==> config.mk <==
export PLATFORM = sky130hd
export DESIGN_NAME = tcw_ctrl
export DESIGN_NICKNAME = d
export VERILOG_FILES = /design/src/sv/text_console_writer_assert.svh /design/src/sv/tcw_pkg.sv /design/src/sv/tcw_ctrl.sv
export SDC_FILE = /design/constraint.sdc
export NUM_CORES = 1
export LEC_CHECK = 0
export ABC_AREA = 1
export BUFFER_PORTS_ARGS = -buffer_cell sky130_fd_sc_hd__buf_2
export CORE_UTILIZATION = 40
export CTS_CLUSTER_SIZE = 30
export DETAILED_ROUTE_END_ITERATION = 6
export PLACE_DENSITY = 0.61
export SYNTH_ARGS = -nofsm -noshare
export SYNTH_HDL_FRONTEND = slang
export SYNTH_SLANG_ARGS = --single-unit
export TNS_END_PERCENT = 100
==> constraint.sdc <==
create_clock -name clk_i -period 3 [get_ports clk_i]
set_input_delay 0 -clock clk_i [delete_from_list [all_inputs] [get_ports clk_i]]
set_output_delay 0 -clock clk_i [all_outputs]
set_load 0.05 [all_outputs]
==> src/sv/text_console_writer_assert.svh <==
// ----------------------------------------------------------------------------
// text_console_writer_assert
// Assertion helpers for the console writer RTL.
// ----------------------------------------------------------------------------
// Both forms sample on clk_i and stay quiet while rst_ni is low.
`ifndef TEXT_CONSOLE_WRITER_ASSERT_SVH
`define TEXT_CONSOLE_WRITER_ASSERT_SVH

// Same-cycle implication.
`define TCW_ASSERT_IMPLY(name, ante, cons, msg) \
  name: assert property (@(posedge clk_i) disable iff (!rst_ni) (ante) |-> (cons)) \
    else $error(msg);

// Next-cycle implication.
`define TCW_ASSERT_NEXT(name, ante, cons, msg) \
  name: assert property (@(posedge clk_i) disable iff (!rst_ni) (ante) |=> (cons)) \
    else $error(msg);

`endif

==> src/sv/tcw_pkg.sv <==
// ----------------------------------------------------------------------------
// tcw_pkg
// Shared constants, codes and types of the text console writer.
// ----------------------------------------------------------------------------
`timescale 1ns / 1ps
`default_nettype none

package tcw_pkg;

  localparam int unsigned COLUMNS_DEF = 80;
  localparam int unsigned ROWS_DEF    = 25;

  localparam int unsigned POS_W  = 11;
  localparam int unsigned CELL_W = 16;

  localparam logic [7:0] ATTR_RESET     = 8'h07;
  localparam logic [7:0] CHAR_BLANK     = 8'h20;
  localparam logic [7:0] CHAR_NEWLINE   = 8'd10;
  localparam logic [7:0] CHAR_BACKSPACE = 8'd8;
  localparam logic [7:0] CHAR_RETURN    = 8'd13;

  typedef enum logic [2:0] {
    KIND_WRITE = 3'd0,
    KIND_CLEAR = 3'd1,
    KIND_LEFT  = 3'd2,
    KIND_RIGHT = 3'd3,
    KIND_READ  = 3'd4
  } kind_e;

  // Port strobes from the sequencer to the screen memory.
  typedef struct packed {
    logic we;
    logic re;
  } tcw_mem_ctl_t;

endpackage

`default_nettype wire

==> src/sv/tcw_ctrl.sv <==
// ----------------------------------------------------------------------------
// tcw_ctrl
// Cursor state and memory sequencer: single-cell writes, reads, screen
// sweeps for reset and clear, and the row-up copy of a scroll.
// ----------------------------------------------------------------------------
`timescale 1ns / 1ps
`default_nettype none

module tcw_ctrl
  import tcw_pkg::*;
#(
  parameter int unsigned COLUMNS = COLUMNS_DEF,
  parameter int unsigned ROWS    = ROWS_DEF,
  parameter int unsigned AW      = $clog2(COLUMNS_DEF * ROWS_DEF)
) (
  input  wire logic               clk_i,
  input  wire logic               rst_ni,
  input  wire logic               start_i,
  input  wire logic [2:0]         kind_i,
  input  wire logic [7:0]         char_code_i,
  input  wire logic [10:0]        cell_index_i,
  input  wire logic [7:0]         attr_i,
  output logic                    busy_o,
  output logic                    done_o,
  output logic [POS_W-1:0]        cursor_position_o,
  output logic [CELL_W-1:0]       cell_data_o,
  output tcw_mem_ctl_t            mem_ctl_o,
  output logic [AW-1:0]           mem_waddr_o,
  output logic [CELL_W-1:0]       mem_wdata_o,
  output logic [AW-1:0]           mem_raddr_o,
  input  wire logic [CELL_W-1:0]  mem_rdata_i
);

  localparam int unsigned CELLS = COLUMNS * ROWS;
  localparam int unsigned CLW   = $clog2(COLUMNS + 1);
  localparam int unsigned RW    = $clog2(ROWS);

  localparam logic [CLW-1:0] COL_FULL    = CLW'(COLUMNS);
  localparam logic [CLW-1:0] COL_LAST    = CLW'(COLUMNS - 1);
  localparam logic [RW-1:0]  ROW_LAST    = RW'(ROWS - 1);
  localparam logic [AW-1:0]  CELL_LAST   = AW'(CELLS - 1);
  localparam logic [AW-1:0]  COPY_FIRST  = AW'(COLUMNS);
  localparam logic [AW-1:0]  BLANK_FIRST = AW'((ROWS - 1) * COLUMNS);
  localparam logic [AW-1:0]  ROW_STRIDE  = AW'(COLUMNS);

  typedef enum logic [2:0] {
    ST_INIT,
    ST_IDLE,
    ST_CLEAR,
    ST_READ,
    ST_COPY,
    ST_DRAIN,
    ST_BLANK
  } state_e;

  state_e             state_q;
  logic [CLW-1:0]     col_q;
  logic [RW-1:0]      row_q;
  logic [AW-1:0]      cnt_q;
  logic               cp_v_q;
  logic [AW-1:0]      cp_wa_q;
  logic               pend_q;
  logic [7:0]         pch_q;
  logic               rd_ok_q;
  logic               done_q;
  logic [CELL_W-1:0]  data_q;

  logic               accept;
  logic [CLW-1:0]     nxt_col;
  logic [RW-1:0]      nxt_row;
  logic               st_wr;
  logic [CLW-1:0]     st_col;
  logic [RW-1:0]      st_row;
  logic [7:0]         st_char;
  logic               go_scroll;
  logic               go_pend;
  logic               go_clear;
  logic               go_read;
  logic               rd_ok;
  logic [31:0]        st_addr_wide;
  logic [31:0]        pos_wide;
  logic [31:0]        cell_wide;

  assign accept = start_i && (state_q == ST_IDLE);
  assign busy_o = (state_q != ST_IDLE);

  // Decode one item against the current cursor.
  always_comb begin
    nxt_col   = col_q;
    nxt_row   = row_q;
    st_wr     = 1'b0;
    st_col    = col_q;
    st_row    = row_q;
    st_char   = char_code_i;
    go_scroll = 1'b0;
    go_pend   = 1'b0;
    go_clear  = 1'b0;
    go_read   = 1'b0;
    case (kind_e'(kind_i))
      KIND_WRITE: begin
        if (char_code_i == CHAR_NEWLINE) begin
          nxt_col = '0;
          if (row_q == ROW_LAST) begin
            go_scroll = 1'b1;
          end else begin
            nxt_row = row_q + RW'(1);
          end
        end else if (char_code_i == CHAR_BACKSPACE) begin
          if (col_q != '0) begin
            nxt_col = col_q - CLW'(1);
          end else if (row_q != '0) begin
            nxt_row = row_q - RW'(1);
            nxt_col = COL_LAST;
          end
          st_wr   = 1'b1;
          st_col  = nxt_col;
          st_row  = nxt_row;
          st_char = CHAR_BLANK;
        end else if (char_code_i == CHAR_RETURN) begin
          nxt_col = '0;
        end else if (col_q >= COL_FULL) begin
          nxt_col = CLW'(1);
          if (row_q == ROW_LAST) begin
            go_scroll = 1'b1;
            go_pend   = 1'b1;
          end else begin
            nxt_row = row_q + RW'(1);
            st_wr   = 1'b1;
            st_col  = '0;
            st_row  = nxt_row;
          end
        end else begin
          st_wr   = 1'b1;
          nxt_col = col_q + CLW'(1);
        end
      end
      KIND_CLEAR: begin
        nxt_col  = '0;
        nxt_row  = '0;
        go_clear = 1'b1;
      end
      KIND_LEFT: begin
        if (col_q != '0) begin
          nxt_col = col_q - CLW'(1);
        end
      end
      KIND_RIGHT: begin
        if (col_q < COL_LAST) begin
          nxt_col = col_q + CLW'(1);
        end
      end
      KIND_READ: begin
        go_read = 1'b1;
      end
      default: begin
      end
    endcase
  end

  assign st_addr_wide = 32'(st_row) * 32'(COLUMNS) + 32'(st_col);
  assign cell_wide    = 32'(cell_index_i);
  assign rd_ok        = (cell_wide < 32'(CELLS));

  // Memory port steering.
  always_comb begin
    mem_ctl_o   = '0;
    mem_waddr_o = cnt_q;
    mem_wdata_o = {attr_i, CHAR_BLANK};
    mem_raddr_o = cnt_q;
    case (state_q)
      ST_INIT: begin
        mem_ctl_o.we = 1'b1;
        mem_wdata_o  = {ATTR_RESET, CHAR_BLANK};
      end
      ST_IDLE: begin
        if (accept && st_wr) begin
          mem_ctl_o.we = 1'b1;
          mem_waddr_o  = st_addr_wide[AW-1:0];
          mem_wdata_o  = {attr_i, st_char};
        end
        if (accept && go_read) begin
          mem_ctl_o.re = 1'b1;
          mem_raddr_o  = rd_ok ? cell_wide[AW-1:0] : '0;
        end
      end
      ST_CLEAR: begin
        mem_ctl_o.we = 1'b1;
      end
      ST_COPY, ST_DRAIN: begin
        mem_ctl_o.re = (state_q == ST_COPY);
        if (cp_v_q) begin
          mem_ctl_o.we = 1'b1;
          mem_waddr_o  = cp_wa_q;
          mem_wdata_o  = mem_rdata_i;
        end
      end
      ST_BLANK: begin
        mem_ctl_o.we = 1'b1;
        if (pend_q && (cnt_q == BLANK_FIRST)) begin
          mem_wdata_o = {attr_i, pch_q};
        end
      end
      default: begin
      end
    endcase
  end

  always_ff @(posedge clk_i or negedge rst_ni) begin
    if (!rst_ni) begin
      state_q <= ST_INIT;
      col_q   <= '0;
      row_q   <= '0;
      cnt_q   <= '0;
      cp_v_q  <= 1'b0;
      cp_wa_q <= '0;
      pend_q  <= 1'b0;
      pch_q   <= '0;
      rd_ok_q <= 1'b0;
      done_q  <= 1'b0;
      data_q  <= '0;
    end else begin
      done_q <= 1'b0;
      cp_v_q <= 1'b0;
      case (state_q)
        ST_INIT: begin
          cnt_q <= cnt_q + AW'(1);
          if (cnt_q == CELL_LAST) begin
            cnt_q   <= '0;
            state_q <= ST_IDLE;
          end
        end
        ST_IDLE: begin
          if (accept) begin
            col_q <= nxt_col;
            row_q <= nxt_row;
            if (go_clear) begin
              cnt_q   <= '0;
              state_q <= ST_CLEAR;
            end else if (go_scroll) begin
              cnt_q   <= COPY_FIRST;
              pend_q  <= go_pend;
              pch_q   <= char_code_i;
              state_q <= ST_COPY;
            end else if (go_read) begin
              rd_ok_q <= rd_ok;
              state_q <= ST_READ;
            end else begin
              done_q <= 1'b1;
              data_q <= '0;
            end
          end
        end
        ST_CLEAR: begin
          cnt_q <= cnt_q + AW'(1);
          if (cnt_q == CELL_LAST) begin
            done_q  <= 1'b1;
            data_q  <= '0;
            state_q <= ST_IDLE;
          end
        end
        ST_READ: begin
          done_q  <= 1'b1;
          data_q  <= rd_ok_q ? mem_rdata_i : '0;
          state_q <= ST_IDLE;
        end
        ST_COPY: begin
          cp_v_q  <= 1'b1;
          cp_wa_q <= cnt_q - ROW_STRIDE;
          cnt_q   <= cnt_q + AW'(1);
          if (cnt_q == CELL_LAST) begin
            state_q <= ST_DRAIN;
          end
        end
        ST_DRAIN: begin
          cnt_q   <= BLANK_FIRST;
          state_q <= ST_BLANK;
        end
        ST_BLANK: begin
          cnt_q <= cnt_q + AW'(1);
          if (cnt_q == CELL_LAST) begin
            pend_q  <= 1'b0;
            done_q  <= 1'b1;
            data_q  <= '0;
            state_q <= ST_IDLE;
          end
        end
        default: begin
          state_q <= ST_IDLE;
        end
      endcase
    end
  end

  assign pos_wide          = 32'(row_q) * 32'(COLUMNS) + 32'(col_q);
  assign cursor_position_o = pos_wide[POS_W-1:0];
  assign done_o            = done_q;
  assign cell_data_o       = data_q;

endmodule

`default_nettype wire

=== After elaboration in Yosys (flattened, before gate mapping) ===
Index checks and enable logic that the tools add are counted.

* Register bits after elaboration: 65
* Input bits: 49
* Word-level logic and storage cells: 171

* Add/subtract/negate cells: 8
* $mul: 2
* Magnitude comparators: 3
* Equality and inequality tests: 30
* Multiplexer cells: 90
* Bitwise operators: 2
* Reduce and logical (&&, ||, !) cells: 25

{| class="wikitable"
|+ Operators by type and width
! operator !! count
|-
| two-way mux 16 bit || 7
|-
| two-way mux 11 bit || 9
|-
| two-way mux 7 bit || 14
|-
| case mux 16 bit (4 select lines) || 1
|-
| case mux 16 bit (3 select lines) || 1
|-
| two-way mux 5 bit || 9
|-
| case mux 11 bit (4 select lines) || 1
|-
| two-way mux 8 bit || 5
|-
| two-way mux 1 bit || 29
|-
| case mux 7 bit (4 select lines) || 1
|-
| equality test 8 x 4 -> 1 bit, second input constant || 3
|-
| adder 11 x 7 -> 11 bit || 2
|-
| equality test 11 bit, second input constant || 2
|-
| case mux 11 bit (2 select lines) || 1
|-
| two-way mux 3 bit || 6
|-
| inequality test 2 bit, second input constant || 8
|-
| AND reduction 5 bit || 3
|-
| multiplier 5 x 3 -> 7 bit, second input constant || 2
|-
| equality test 3 x 2 -> 1 bit, second input constant || 4
|-
| equality test 3 bit, second input constant || 4
|-
| case mux 3 bit (4 select lines) || 1
|-
| adder 11 x 1 -> 11 bit, second input constant || 1
|-
| less-than comparator 11 bit, second input constant || 1
|-
| subtractor 11 x 7 -> 11 bit, second input constant || 1
|-
| 28 further kinds || 44
|}

=== Depth between registers and ports, before layout ===
* Word-level depth: 11
* Mapped depth: 23
* Gate-level depth less buffers: 22

=== Worst setup path before layout ===
OpenSTA, ideal clock, no wires.

* Path kind: reg2out
* Start point: register row_q[0]
* End point: output port mem_waddr_o[8]
* Data arrival time: 3.685 ns
* Required time: 3.000 ns
* Slack: -0.685 ns
* Cell stages (with the launch flop): 19
* Buffers on the path: 1
* Path through: dfrtp_1 -> clkbuf_1 -> inv_1 -> ha_1 -> nand3_1 -> inv_1 -> nor2_2 -> inv_1 -> o21ai_0 -> o21ai_1 -> nand2_1 -> o21ai_2 -> inv_1 -> ha_1 -> ha_1 -> inv_1 -> fa_1 -> xor2_1 -> o221ai_1

* Longest elaborated chain between the ends: 11

{| class="wikitable"
|+ RTL lines
! what !! RTL line !! RTL
|-
| from (decl) || tcw_ctrl.sv:58 || <nowiki>logic [RW-1:0] row_q;</nowiki>
|-
| from (signal assigned) || tcw_ctrl.sv:235 || <nowiki>row_q <= nxt_row;</nowiki>
|-
| adder 5 x 1 -> 5 bit / equality test 5 bit (equally long branches) || tcw_ctrl.sv:127, tcw_ctrl.sv:123 ||
|-
| two-way mux 5 bit || tcw_ctrl.sv:123 || <nowiki>if (row_q == ROW_LAST) begin</nowiki>
|-
| two-way mux 5 bit || tcw_ctrl.sv:121 || <nowiki>end else if (col_q >= COL_FULL) begin</nowiki>
|-
| two-way mux 5 bit || tcw_ctrl.sv:119 || <nowiki>end else if (char_code_i == CHAR_RETURN) begin</nowiki>
|-
| two-way mux 5 bit || n/a ||
|-
| two-way mux 5 bit || tcw_ctrl.sv:101 || <nowiki>if (char_code_i == CHAR_NEWLINE) begin</nowiki>
|-
| two-way mux 5 bit || tcw_ctrl.sv:99 || <nowiki>case (kind_e'(kind_i))</nowiki>
|-
| multiplier 5 x 3 -> 7 bit || tcw_ctrl.sv:160 || <nowiki>assign st_addr_wide = 32'(st_row) * 32'(COLUMNS) + 32'(st_col);</nowiki>
|-
| adder 11 x 7 -> 11 bit || tcw_ctrl.sv:160 ||
|-
| two-way mux 11 bit * || tcw_ctrl.sv:176 || <nowiki>if (accept && st_wr) begin</nowiki>
|-
| case mux 11 bit (2 select lines) * || tcw_ctrl.sv:170 || <nowiki>case (state_q)</nowiki>
|-
| to (decl) || tcw_ctrl.sv:28 || <nowiki>output logic [AW-1:0] mem_waddr_o,</nowiki>
|}

Every way passes the cells marked *; elsewhere a longest branch is shown, timed or not.

=== Final worst setup path ===
* Start point: register col_q[1]
* End point: output port mem_waddr_o[10]

* Longest elaborated chain between the ends: 10

{| class="wikitable"
|+ RTL lines
! what !! RTL line !! RTL
|-
| from (decl) || tcw_ctrl.sv:57 || <nowiki>logic [CLW-1:0] col_q;</nowiki>
|-
| from (signal assigned) || tcw_ctrl.sv:234 || <nowiki>col_q <= nxt_col;</nowiki>
|-
| >= comparator 7 bit || tcw_ctrl.sv:121 ||
|-
| two-way mux 5 bit || tcw_ctrl.sv:121 ||
|-
| two-way mux 5 bit || tcw_ctrl.sv:119 ||
|-
| two-way mux 5 bit || n/a ||
|-
| two-way mux 5 bit || tcw_ctrl.sv:101 ||
|-
| two-way mux 5 bit || tcw_ctrl.sv:99 ||
|-
| multiplier 5 x 3 -> 7 bit || tcw_ctrl.sv:160 ||
|-
| adder 11 x 7 -> 11 bit || tcw_ctrl.sv:160 ||
|-
| two-way mux 11 bit * || tcw_ctrl.sv:176 ||
|-
| case mux 11 bit (2 select lines) * || tcw_ctrl.sv:170 ||
|}

Marks and branches as above.

==> impl_metrics.csv <==
group,metric,value,unit
run_status,outcome,"finished, violations left",
run_status,violations,"setup timing",
final_layout,syn_to_final_growth,36.79,%
die,die_w,122.4,um
timing,setup_viol_count_final,6,
global_routing,grt_max_degree,40,
detailed_routing,routedWlPerCell,14.80,um
synthesis,synth_seq_cells,65,
synthesis,ys_seq_area_share,28.07,%
global_routing,grt_pass1_wl,28.73,mm
setup_path,crit_path_max_fanout,4,
timing,max_slew_margin,38.74,%
clocking,cts_root_buf,"clkbuf_16",
detailed_routing,drtAntennaViolNets,0,
setup_path,path_class,"reg -> out",
detailed_routing,drc_errors,0,
setup_path,r2r_cells,6,
synthesis,yosys_warnings,0,
timing,report.final.slew_viol_count,0,
worst_hold_path,hold_depth,4,
final_layout,multi_input_comb_area,0.003844,mm^2
detailed_routing,viasPerCell,5.153,
timing,finalHoldViolCount,0,
synthesis,synth.distinct_cells,46,
setup_path,crit_top_cell,"inv_2",
timing,max_freq,280.9,MHz
setup_path,cp_data_arrival_time,3.56,ns
timing,rsz0062_at_grt,"true",
final_layout,finalNonFillerCells,1212,
global_routing,grt_antenna_before_repair,0,
final_layout,final_cell_mix,"217 x nand2_1, 111 x buf_2, 88 x buf_4, 74 x inv_1, 64 x dfrtp_1",
setup_path,setup.worst_path.end_class,"output port",
clocking,clockBufferDepth,2,
setup_path,crit_required,3.00,ns
setup_path,path_cells,"inv_2, ha_4, nand4_1, buf_4, nor2_4, inv_2, o21ai_2, o21ai_2, nand2_1, o21ai_2, inv_2, ha_4, ha_4, inv_2, fa_2, nand3b_1, xnor2_1, inv_1, nand2_1, nand3_2, nand2_4, buf_8",
setup_path,path_depth,22,
setup_path,r2r_slack,0.84,ns
power_and_ir_drop,powerDensity,982.7,mW/mm^2
synthesis,synth.top_cell.area_share,28.07,%
synthesis,netlist_instances,817,
setup_path,start_kind,"flop",
synthesis,syn_nets,899,
setup_path,slowest_delay,0.45,ns
setup_path,cp_top_family,"adder cells",
final_layout,fillerInstances,1336,
setup_path,reg2reg_to,"col_q[2]",
detailed_routing,drt_iter0_markers,376,
global_routing,overflow,0,
synthesis,syn_avg_cell_area,7.094,um^2
setup_path,crit_slowest_cell,"fa_2",
power_and_ir_drop,leakagePower,4.083,nW
synthesis,synth_top_cell_by_area,"dfrtp_1",
worst_hold_path,hold_path_class,"in -> reg",
synthesis,yosys-top-cells-area,"dfrtp_1 28%, nand2_1 14%, ha_1 6.3%, inv_1 5.4%, xor2_1 5.0%",
detailed_routing,first_pass_iters,5,
die,ioPinCount,118,
timing,period_share,118.7,%
final_layout,diodes,0,
setup_path,crit_buf_inv,7,
place,place_ws,-0.3623,ns
final_layout,final_common_cell,"nand2_1",
synthesis,synth_flop_cell,"dfrtp_1",
place,hpwl,13.47,mm
clocking,cts_tree,"built",
die,core-area,0.01399,mm^2
synthesis,async_flop_share,100.0,%
final_layout,drive_gt1_share,33.91,%
place,routabilityCongestion,0.9441,
worst_hold_path,hold_end,"pch_q[5]",
clocking,path_clk_slew,0.06,ns
global_routing,grt_usage,24.63,%
setup_path,timing.rr.start,"state_q[0]",
place,buffer_ports.inserted,117,
clocking,numClockSinks,65,
power_and_ir_drop,max-vdd-ir-drop,0.5520,mV
final_layout,regArea,0.001628,mm^2
final_layout,final_nets,1109,
detailed_routing,vias,6245,
place,dp_cells,1164,
die,start_util,41.43,%
die,rows,43,
worst_hold_path,worstHoldStart,"char_code_i[5]",
clocking,cts_buffers,9,
die,dieArea,0.01497,mm^2
clocking,clock_latency,0.34,ns
global_routing,grt_pass1_vias,5854,
clocking,cts_htree_levels,3,
synthesis,syn_area,0.005796,mm^2
flow_run,maxCapViolations,0,
timing,worst_slew_pin_slew,0.9188,ns
synthesis,synth-edff-count,0,
detailed_routing,wirelength,17.94,mm
timing,final.setup.worst_slack,-0.5599,ns
die,chipHeight,122.4,um
timing,fin_worst_skew,0.007512,ns
timing,period_needed,3.560,ns
-- sequential cells by signal, summed over array words and instances, names as in the netlist --
| signal | flops |
|---|---|
| cnt_q | 11 |
| cp_wa_q | 11 |
| pch_q | 8 |
| col_q | 7 |
| pend_q | 1 |
| row_q | 5 |
| cp_v_q | 1 |
| done_o | 1 |
| state_q | 3 |
| rd_ok_q | 1 |
| cell_data_o | 16 |
-- cell usage after synthesis (5+ instances only) --
cell type and instances:
nand2_2 11, buf_2 11, dfrtp_1 65, nand3_2 6, nand3_1 54, o211ai_1 16, nor3_1 6, nand2_4 5
a31oi_1 5, xor2_1 33, nor2_2 9, nor2_1 52, inv_2 18, o21ai_2 17, xnor2_1 6, o22ai_1 6
ha_1 29, a22o_1 5, buf_4 7, nand4_1 13, o21ai_1 5, nor2_4 8, a21oi_1 30, inv_1 84
nand2_1 219, o21ai_0 54, a22oi_1 8
-- worst reg2reg max path, stage by stage (launching register included) --
cell	delay, ns
dfrtp_1	0.60
nand2_4	0.13
nor2_8	0.17
nand2_1	0.21
nor2_1	0.16
nand3_1	0.38
a22oi_1	0.39
-- through the flow --
step	TNS, ns	area [um^2]	total power, mW	hold WS [ns]	util, %
final	-2.156	7928	7.790	0.03632	56.67
after global routing	-3.356	7928	8.313	0.06855	56.67
after CTS	-2.039	7807	7.712	0.03153	55.81
after detailed placement	-1.159	7093	6.409	0.1964	50.71
after global placement	-0.9085	7093	6.384	0.1979	50.71
after floorplan	-0.1748	5884	5.173	-0.2956	-
-- routing by layer --
metal / global-route usage [%] / share of wire [%] / up-vias
met5: 0 / 0 / -
met4: 9.604 / 2.4 / 0
met3: 3.485 / 6.2 / 32
met2: 38.24 / 45 / 244
met1: 34.38 / 47 / 2868
li1: - / - / 3101
-- how the worst max path moves through the flow --
| stage | from | end | slack (ns) |
|---|---|---|---|
| floorplan | col_q[0] | mem_waddr_o[10] | -0.12 |
| global placement | col_q[1] | mem_waddr_o[10] | -0.30 |
| detailed placement | col_q[1] | mem_waddr_o[10] | -0.36 |
| CTS | col_q[1] | mem_waddr_o[10] | -0.55 |
| global route | col_q[0] | mem_waddr_o[10] | -0.78 |
| finish | col_q[1] | mem_waddr_o[10] | -0.56 |
-- cells by family (layout without fill, tap and decap cells) --
group	count (synthesis)	count (layout)	synth area share, %
adder cells (fa/ha/maj)	33	33	7.643
XOR/XNOR	39	39	5.894
flip-flops	65	65	28.07
AO/OA/AOI/OAI	154	154	16.56
buffers and inverters	133	348	10.17
AND/OR/NAND/NOR	393	393	31.67
-- area by class of cell --
class	instances	area share, %
Clock buffer	9	2.841
Clock inverter	7	1.010
Inverter	103	4.972
Multi-Input combinational cell	619	48.48
Sequential cell	65	20.53
Tap cell	180	2.841
Timing Repair Buffer	229	19.32
-- power by group --
group          total, mW  switching, mW  internal (mW)
Sequential          1.48          0.286           1.19
Clock               1.11          0.455          0.652
Combinational       5.20           3.58           1.62
-- what timing repair did --
| action | in CTS | in global routing |
|---|---|---|
| resized for setup | 33 | 26 |
| hold endpoints to repair | 57 | 0 |
| endpoints found under the setup margin | 6 | 6 |
| setup buffers | 11 | 2 |
| hold buffers | 21 | 0 |
| pin swaps | 17 | 15 |
Power figures use the tool's default switching activity.
